`config.mk`:
```
export PLATFORM = sky130hd
export DESIGN_NAME = btpc_divider
export DESIGN_NICKNAME = d
export VERILOG_FILES = /design/src/hdl/assert_macros.svh /design/src/hdl/btpc_pkg.sv /design/src/hdl/btpc_divider.sv
export SDC_FILE = /design/constraint.sdc
export NUM_CORES = 2
export LEC_CHECK = 0
export BUFFER_PORTS_ARGS = -buffer_cell sky130_fd_sc_hd__buf_4
export CORE_MARGIN = 1
export CORE_UTILIZATION = 40
export CTS_BUF_LIST = sky130_fd_sc_hd__clkbuf_16
export CTS_CLUSTER_DIAMETER = 120
export DETAILED_ROUTE_END_ITERATION = 12
export SLEW_MARGIN = 25
export SYNTH_ARGS = -nofsm -noshare
export SYNTH_HDL_FRONTEND = slang
export SYNTH_SLANG_ARGS = --single-unit
export TNS_END_PERCENT = 20
```
`constraint.sdc`:
```
create_clock -name clk -period 4 [get_ports clk]
set_input_delay 0.8 -clock clk [delete_from_list [all_inputs] [get_ports clk]]
set_output_delay 0.8 -clock clk [all_outputs]
set_load 0.02 [all_outputs]
```
`src/hdl/assert_macros.svh`:
```
// Assertion helpers shared by the RTL
`ifndef ASSERT_MACROS_SVH
`define ASSERT_MACROS_SVH

// Implication checked every clock outside reset
`define ASSERT_IMPL(label, clk, rst_n, ante, cons, msg) \
	label: assert property (@(posedge clk) disable iff (!rst_n) (ante) |-> (cons)) \
		else $error(msg);

// Next-cycle implication checked every clock outside reset
`define ASSERT_NEXT(label, clk, rst_n, ante, cons, msg) \
	label: assert property (@(posedge clk) disable iff (!rst_n) (ante) |=> (cons)) \
		else $error(msg);

`endif

```
`src/hdl/btpc_pkg.sv`:
```
package btpc_pkg;

	localparam int unsigned CfgIdxW = 3;

	localparam logic [CfgIdxW-1:0] REG_AC1_AC2  = 3'd0;
	localparam logic [CfgIdxW-1:0] REG_AC3_AC4  = 3'd1;
	localparam logic [CfgIdxW-1:0] REG_AC5_AC6  = 3'd2;
	localparam logic [CfgIdxW-1:0] REG_B1_B2    = 3'd3;
	localparam logic [CfgIdxW-1:0] REG_MC_MD    = 3'd4;
	localparam logic [CfgIdxW-1:0] REG_OSS      = 3'd5;

	localparam int unsigned InW  = 40;
	localparam int unsigned OutW = 48;

	// Number of stages in each divider
	localparam int unsigned DivStages = 32;

	typedef struct packed {
		logic signed [15:0] ac1;
		logic signed [15:0] ac2;
		logic signed [15:0] ac3;
		logic        [15:0] ac4;
		logic        [15:0] ac5;
		logic        [15:0] ac6;
		logic signed [15:0] b1;
		logic signed [15:0] b2;
		logic signed [15:0] mc;
		logic signed [15:0] md;
		logic        [1:0]  oss;
	} cal_t;

	function automatic logic [31:0] asr32(input logic [31:0] v, input int unsigned n);
		logic signed [31:0] s;
		s = signed'(v);
		return 32'(s >>> n);
	endfunction

endpackage

```
`src/hdl/btpc_divider.sv`:
```
// Pipelined unsigned 32/32 restoring divider: one quotient bit per stage.
// A side payload travels alongside each request.
module btpc_divider #(
	parameter int unsigned SideW = 8
) (
	input  logic             clk,
	input  logic             arst_n,
	input  logic             en,
	input  logic             in_valid,
	input  logic [31:0]      in_num,
	input  logic [31:0]      in_den,
	input  logic [SideW-1:0] in_side,
	output logic             out_valid,
	output logic [31:0]      out_quot,
	output logic [SideW-1:0] out_side
);
	import btpc_pkg::*;

	logic                    vld_q  [DivStages];
	logic [31:0]             quo_q  [DivStages];
	logic [SideW-1:0]        side_q [DivStages];
	logic [31:0]             rem_q  [DivStages-1];
	logic [31:0]             den_q  [DivStages-1];

	for (genvar g = 0; g < DivStages; g++) begin : g_stage
		logic             vld_in;
		logic [31:0]      rem_in;
		logic [31:0]      quo_in;
		logic [31:0]      den_in;
		logic [SideW-1:0] side_in;
		logic [32:0]      trial;
		logic [32:0]      shifted;

		if (g == 0) begin : g_head
			assign vld_in  = in_valid;
			assign rem_in  = '0;
			assign quo_in  = in_num;
			assign den_in  = in_den;
			assign side_in = in_side;
		end else begin : g_body
			assign vld_in  = vld_q[g-1];
			assign rem_in  = rem_q[g-1];
			assign quo_in  = quo_q[g-1];
			assign den_in  = den_q[g-1];
			assign side_in = side_q[g-1];
		end

		assign shifted = {rem_in, quo_in[31]};
		assign trial   = shifted - {1'b0, den_in};

		always_ff @(posedge clk or negedge arst_n) begin
			if (!arst_n) begin
				vld_q[g] <= 1'b0;
			end else if (en) begin
				vld_q[g] <= vld_in;
			end
		end

		always_ff @(posedge clk) begin
			if (en) begin
				quo_q[g]  <= {quo_in[30:0], ~trial[32]};
				side_q[g] <= side_in;
			end
		end

		// the last stage keeps no remainder or divisor
		if (g < DivStages-1) begin : g_carry
			always_ff @(posedge clk) begin
				if (en) begin
					if (!trial[32]) begin
						rem_q[g] <= trial[31:0];
					end else begin
						rem_q[g] <= shifted[31:0];
					end
					den_q[g] <= den_in;
				end
			end
		end
	end

	assign out_valid = vld_q[DivStages-1];
	assign out_quot  = quo_q[DivStages-1];
	assign out_side  = side_q[DivStages-1];
endmodule

```
Yosys cells after proc, flatten, opt, wreduce, memory -nomap -nowiden
Memories as Yosys holds them, arrays and structs flattened.
Index checks and enable logic that the tools add are counted.
{"block": "totals", "ff_bits": 32, "ram_bits": 3264, "in_bits": 76, "n_memories": 4}
{"name": "quo_q", "words": 32, "word_bits": 32, "rd": 32, "rd_ports_with_merged_regs": 0, "write_ports": 32, "line_no": "btpc_divider.sv:20", "rtl": "logic [31:0] quo_q [DivStages];"}
{"name": "den_q", "words": 31, "word_bits": 32, "rd": 31, "rd_ports_with_merged_regs": 0, "write_ports": 31, "line_no": "btpc_divider.sv:23", "rtl": "logic [31:0] den_q [DivStages-1];"}
{"name": "rem_q", "words": 31, "word_bits": 32, "rd": 31, "rd_ports_with_merged_regs": 0, "write_ports": 31, "line_no": "btpc_divider.sv:22", "rtl": "logic [31:0] rem_q [DivStages-1];"}
{"name": "side_q", "words": 32, "word_bits": 8, "rd": 32, "rd_ports_with_merged_regs": 0, "write_ports": 32, "line_no": "btpc_divider.sv:21", "rtl": "logic [SideW-1:0] side_q [DivStages];"}
{"block": "classes", "add_sub_neg": 32, "mux": 219, "bitwise": 63}
{"op": "$sub 33x32->33", "n": 31}
{"op": "$mux 32", "n": 31}
{"op": "$mux 1", "n": 188}
{"op": "$sub 1x32->33", "n": 1}
{"op": "$not 1->1", "n": 32}
{"op": "$or 1x1->1", "n": 31}

Longest topological paths before layout
An unclocked memory read counts as a cell.
{"block": "depth", "depth_word": 6, "depth_mapped": 17}

Least setup slack after synthesis
Ideal clock, no wire load.
{"block": "synth_path", "path_kind": "register to register", "start": "memory quo_q[11][31], in the netlist quo_q[0][383]", "end": "memory rem_q[12][1], in the netlist rem_q[0][385], data pin", "setup_time_ps": 262, "arrival_ps": 3968, "slack_ps": -230, "path_stages_with_launch": 16, "n_path_buf": 1, "synth_period_minus_slack_ps": 4230, "cell_sequence": "edfxtp_1 -> inv_1 -> ha_1 -> inv_1 -> fa_1 -> a21oi_1 -> o21bai_4 -> a2111oi_4 -> o31ai_2 -> a221o_1 -> a311o_1 -> a311o_1 -> a31oi_4 -> mux2i_1 -> buf_2 -> mux2_1"}
{"item": "from (decl)", "line_no": "btpc_divider.sv:20"}
{"item": "to (decl)", "line_no": "btpc_divider.sv:22"}

==> metrics.md <==
| Metric | Value |
|---|---|
| Outcome | `finished with violations` |
| Failing checks | `negative setup slack` |
| Max-slew violation total from the final report | `0` |
| Synth Register Bits | `3296` |
| Worst path bufs/invs | `3` |
| Fin crit share | `104%` |
| Clock tree from TritonCTS | `built` |
| P_leak | `74.6 nW` |
| Slew @ Worst Pin | `913 ps` |
| Share of synthesized flip-flops with an asynchronous set or reset | `0.971%` |
| Detailed-route via count | `96406` |
| Height of the chip | `637 µm` |
| Max Cap Violations | `0` |
| Overall overflow remaining after global route | `0` |
| Later-pin clock latency in the skew report | `960 ps` |
| Remaining antenna violation count after routing | `0` |
| 1st-pass router iterations | `6` |
| Max_slew headroom | `39.1%` |
| Clock root buffer | `sky130_fd_sc_hd__clkbuf_16` |
| Post-Synthesis Mean Instance Area | `12.8 µm²` |
| Clock transition at the registers of the reported paths | `60 ps` |
| Hold Vio Cnt, Final | `0` |
| Vias per Instance | `5.07` |
| Maximum fanout along the worst path | `13` |
| GR Util All Layers | `16.1%` |
| Number of global-route vias before repair | `93777` |
| Wire length of the first global-routing pass | `525000 µm` |
| Placeable Area | `400000 µm²` |
| Critical path's top delay family | `compound AO/OA/AOI/OAI gates` |
| Final worst clock skew | `64.2 ps` |
| Most Used Layer, Global Route | `met2` |
| Hold crit path type | `primary input to flip-flop` |
| Highest ir drop seen on vdd | `0.000428 V` |
| Count of final setup violators | `29` |
| Starting density of the core | `40.3%` |
| Syn. warnings | `0` |
| Final routed wire length divided by cell count | `17.8 µm` |
| Horizontal die dimension | `637 µm` |
| Sequence of cells on the critical path | `inv_1 -> ha_2 -> inv_2 -> fa_2 -> a21oi_4 -> o21bai_4 -> a2111oi_4 -> o31ai_2 -> a221o_1 -> a311o_1 -> a311o_1 -> a31oi_4 -> mux2i_4 -> buf_12 -> mux2_1` |
| Most area-consuming cells after synthesis | `sky130_fd_sc_hd__edfxtp_1 61%, sky130_fd_sc_hd__ha_1 7.7%, sky130_fd_sc_hd__mux2_2 3.5%` |
| Final critical delay including setup and external delays | `4140 ps` |
| Category of the most critical setup path | `flip-flop to flip-flop` |
| Highest clock rate | `241 MHz` |
| Portion of synthesized cell area occupied by the leading cell type | `60.8%` |
| Required time at the worst-slack endpoint | `4670 ps` |
| I/O pin total | `117` |
| Post-route setup slack | `-145 ps` |
| Nets | `14540` |
| Power Total | `0.149 W` |
| Detail Placement HPWL | `242000 µm` |
| Fraction of layout cells with a size suffix above 1 | `13.8%` |
| Instance count of the mapped netlist | `12639` |
| Global routing met2 resource utilization | `28.6%` |
| 1st-iter DRT viols | `6409` |
| Proportion of synthesized chip area in sequential cells | `61.3%` |
| Cell with the biggest individual delay on the critical path | `sky130_fd_sc_hd__a311o_1` |
| Pin count of the biggest net entering global routing | `164` |
| H-Tree Depth | `5` |
| Sum of negative setup slack | `-2190 ps` |
| Clock buffer depth | `4` |
| Final routed DRC violation total | `0` |
| Antenna violations before repair | `2` |
| TritonCTS Sinks | `3296` |
| Summed instance area of the synthesized netlist | `161000 µm²` |
| Dominant cell type by area after synthesis | `sky130_fd_sc_hd__edfxtp_1` |
| Main synth FF type | `sky130_fd_sc_hd__edfxtp_1` |
| WP data arrival | `4810 ps` |
| Full die area | `406000 µm²` |
| Global-route met1 utilization | `20.7%` |
| Clock buffers created by TritonCTS | `361` |
| Wire length reported by the detailed router | `338000 µm` |
| GP Congestion | `0.874` |
| Global-route track usage on met3 | `1.86%` |
| CP peak stage delay | `410 ps` |
| Synthesis-to-layout area growth | `15.5%` |
| Placement Rows | `232` |
| Kind of start point of the critical path | `flip-flop` |
| Total nets after synthesis | `13738` |
| Number of flops mapped to enable cells by yosys | `3264` |
| Setup repair after global routing missed its margin | `true` |
| Total power per unit cell area | `798 nW/µm²` |
| Number of distinct standard cells referenced by the synthesized netlist | `92` |
| Count of buffers inserted at the top-level ports | `116` |
| CP dominant cell by count | `sky130_fd_sc_hd__a311o_1` |
| Worst setup EP type | `flip-flop` |
## sequential cells by signal (all words and copies together), names as in the netlist
name,flops
den_q,992
g_stage.vld_in,31
out_valid,1
quo_q,1024
rem_q,992
side_q,256
## cells in the final DEF, fill, tap and decap left out, types with 37 or more instances in the layout
cell                            netlist  final
sky130_fd_sc_hd__nand2_1            857    855
sky130_fd_sc_hd__clkbuf_16            0    379
sky130_fd_sc_hd__o21a_1             113    113
sky130_fd_sc_hd__nor2_1             487    475
sky130_fd_sc_hd__nor2b_1            157    156
sky130_fd_sc_hd__a211oi_1            57     54
sky130_fd_sc_hd__nand3_1            148    148
sky130_fd_sc_hd__nand2b_1           154    150
sky130_fd_sc_hd__buf_12               0     62
sky130_fd_sc_hd__buf_4                9    547
sky130_fd_sc_hd__o211ai_1            38     38
sky130_fd_sc_hd__and3_1              93     93
sky130_fd_sc_hd__a211o_1             38     38
sky130_fd_sc_hd__inv_1             1274   1321
sky130_fd_sc_hd__ha_1               993    985
sky130_fd_sc_hd__o21bai_1           114    111
sky130_fd_sc_hd__o21ai_1             32     42
sky130_fd_sc_hd__nor3_1             145    143
sky130_fd_sc_hd__a21oi_2              0     37
sky130_fd_sc_hd__mux2_4               0     53
sky130_fd_sc_hd__edfxtp_1          3264   3264
sky130_fd_sc_hd__clkinv_1             0     82
sky130_fd_sc_hd__clkinv_2             0     62
sky130_fd_sc_hd__and2_1              49     49
sky130_fd_sc_hd__o31ai_1             64     58
sky130_fd_sc_hd__mux2_2             494    441
sky130_fd_sc_hd__nand4_1             74     74
sky130_fd_sc_hd__dlygate4sd3_1        0     68
sky130_fd_sc_hd__a31oi_1            115    102
sky130_fd_sc_hd__xnor2_1            505    496
sky130_fd_sc_hd__o21ai_0            794    774
sky130_fd_sc_hd__a21boi_0            40     39
sky130_fd_sc_hd__xor2_1             346    344
sky130_fd_sc_hd__a21o_1             523    523
sky130_fd_sc_hd__a21oi_1            895    855
## metal layers
layer,up-vias,part of all wire (%)
met4,0,2.9
met2,1535,50
met5,-,0
li1,48197,-
met3,555,3.4
met1,46119,44
## layout make-up
cell class | instances | area, µm²
inverters | 1275 | 4790
flip-flops and latches | 3296 | 98800
diodes | 1 | 2.50
fillers | 35715 | 214000
repair buffers | 704 | 6540
multi-input cells | 7803 | 57700
well taps | 5265 | 6590
clock inverters | 293 | 2520
clock buffers | 369 | 9230
## worst paths after layout
check	end	depth (start not counted)	slack [ps]	startpoint
min in group asynchronous	g_stage[1].vld_in	2	320	arst_n
worst max-delay path	rem_q[0][385]	15	-140	quo_q[0][383]
worst min register to register	quo_q[0][316]	0	380	quo_q[0][283]
max in group asynchronous	g_stage[18].vld_in	2	3380	arst_n
worst max register to register	rem_q[0][385]	15	-140	quo_q[0][383]
worst min-delay path	quo_q[0][17]	1	90	in_num[16]
## per-stage QoR
stage,std cells,hold slack [ps],setup WS (ps),util (%),instance area [µm²]
floorplan,12639,400,34.7,-,161000
global route,19006,48.7,-324,46.5,186000
finish,19006,92.3,-145,46.5,186000
detailed placement,18218,405,-215,43.0,172000
CTS,18978,10.8,-189,46.2,185000
global placement,18218,400,-272,43.0,172000
## worst reg2reg max path, cell delays in order (launching register included)
cell	delay (ps)
sky130_fd_sc_hd__edfxtp_1	390
sky130_fd_sc_hd__inv_1	80
sky130_fd_sc_hd__ha_2	190
sky130_fd_sc_hd__inv_2	40
sky130_fd_sc_hd__fa_2	370
sky130_fd_sc_hd__a21oi_4	180
sky130_fd_sc_hd__o21bai_4	100
sky130_fd_sc_hd__a2111oi_4	360
sky130_fd_sc_hd__o31ai_2	110
sky130_fd_sc_hd__a221o_1	340
sky130_fd_sc_hd__a311o_1	340
sky130_fd_sc_hd__a311o_1	410
sky130_fd_sc_hd__a31oi_4	210
sky130_fd_sc_hd__mux2i_4	290
sky130_fd_sc_hd__buf_12	170
sky130_fd_sc_hd__mux2_1	330
## where the power goes
| part | internal [W] | switching (W) | total (W) |
|---|---|---|---|
| logic | 0.0297 | 0.0318 | 0.0615 |
| clock network | 0.0191 | 0.0139 | 0.0330 |
| registers | 0.0490 | 0.00498 | 0.0540 |
## repair_timing
action / 4_1_cts / 5_1_grt
pin swaps: 24 / 65
hold buffers: 68 / 0
cloned: 5 / 11
buffers inserted: 25 / 19
resized for setup: 97 / 169
endpoints found under the setup margin: 406 / 829
endpoints found under the hold margin: 99 / 0
## logic make-up after synthesis
group	share of synthesized area [%]
AO/OA/AOI/OAI	11.9
XOR/XNOR	4.62
adder cells (fa/ha/maj)	8.08
buffers and inverters	3.63
flip-flops	61.3
multiplexers	3.70
AND/OR/NAND/NOR	6.79
## cells in the mapped netlist, types with 25 or more instances
library cell,instances
sky130_fd_sc_hd__edfxtp_1,3264
sky130_fd_sc_hd__nand4_1,74
sky130_fd_sc_hd__xnor2_1,505
sky130_fd_sc_hd__a31oi_1,115
sky130_fd_sc_hd__a21boi_0,40
sky130_fd_sc_hd__or2_2,27
sky130_fd_sc_hd__o21ai_1,32
sky130_fd_sc_hd__inv_1,1274
sky130_fd_sc_hd__nor3_1,145
sky130_fd_sc_hd__ha_1,993
sky130_fd_sc_hd__or3_1,25
sky130_fd_sc_hd__and3_1,93
sky130_fd_sc_hd__dfrtp_1,32
sky130_fd_sc_hd__a211o_1,38
sky130_fd_sc_hd__a21oi_1,895
sky130_fd_sc_hd__o21bai_1,114
sky130_fd_sc_hd__o31ai_1,64
sky130_fd_sc_hd__a31o_2,25
sky130_fd_sc_hd__nand2_1,857
sky130_fd_sc_hd__clkbuf_1,227
sky130_fd_sc_hd__a211oi_1,57
sky130_fd_sc_hd__xor2_1,346
sky130_fd_sc_hd__and2_1,49
sky130_fd_sc_hd__nor2b_1,157
sky130_fd_sc_hd__o21a_1,113
sky130_fd_sc_hd__nand2b_1,154
sky130_fd_sc_hd__mux2i_1,33
sky130_fd_sc_hd__o211ai_1,38
sky130_fd_sc_hd__mux2_2,494
sky130_fd_sc_hd__o21ai_0,794
sky130_fd_sc_hd__nand3_1,148
sky130_fd_sc_hd__nor2_1,487
sky130_fd_sc_hd__fa_1,30
sky130_fd_sc_hd__a21o_1,523
Note: power is estimated with default switching activity, not from simulation.
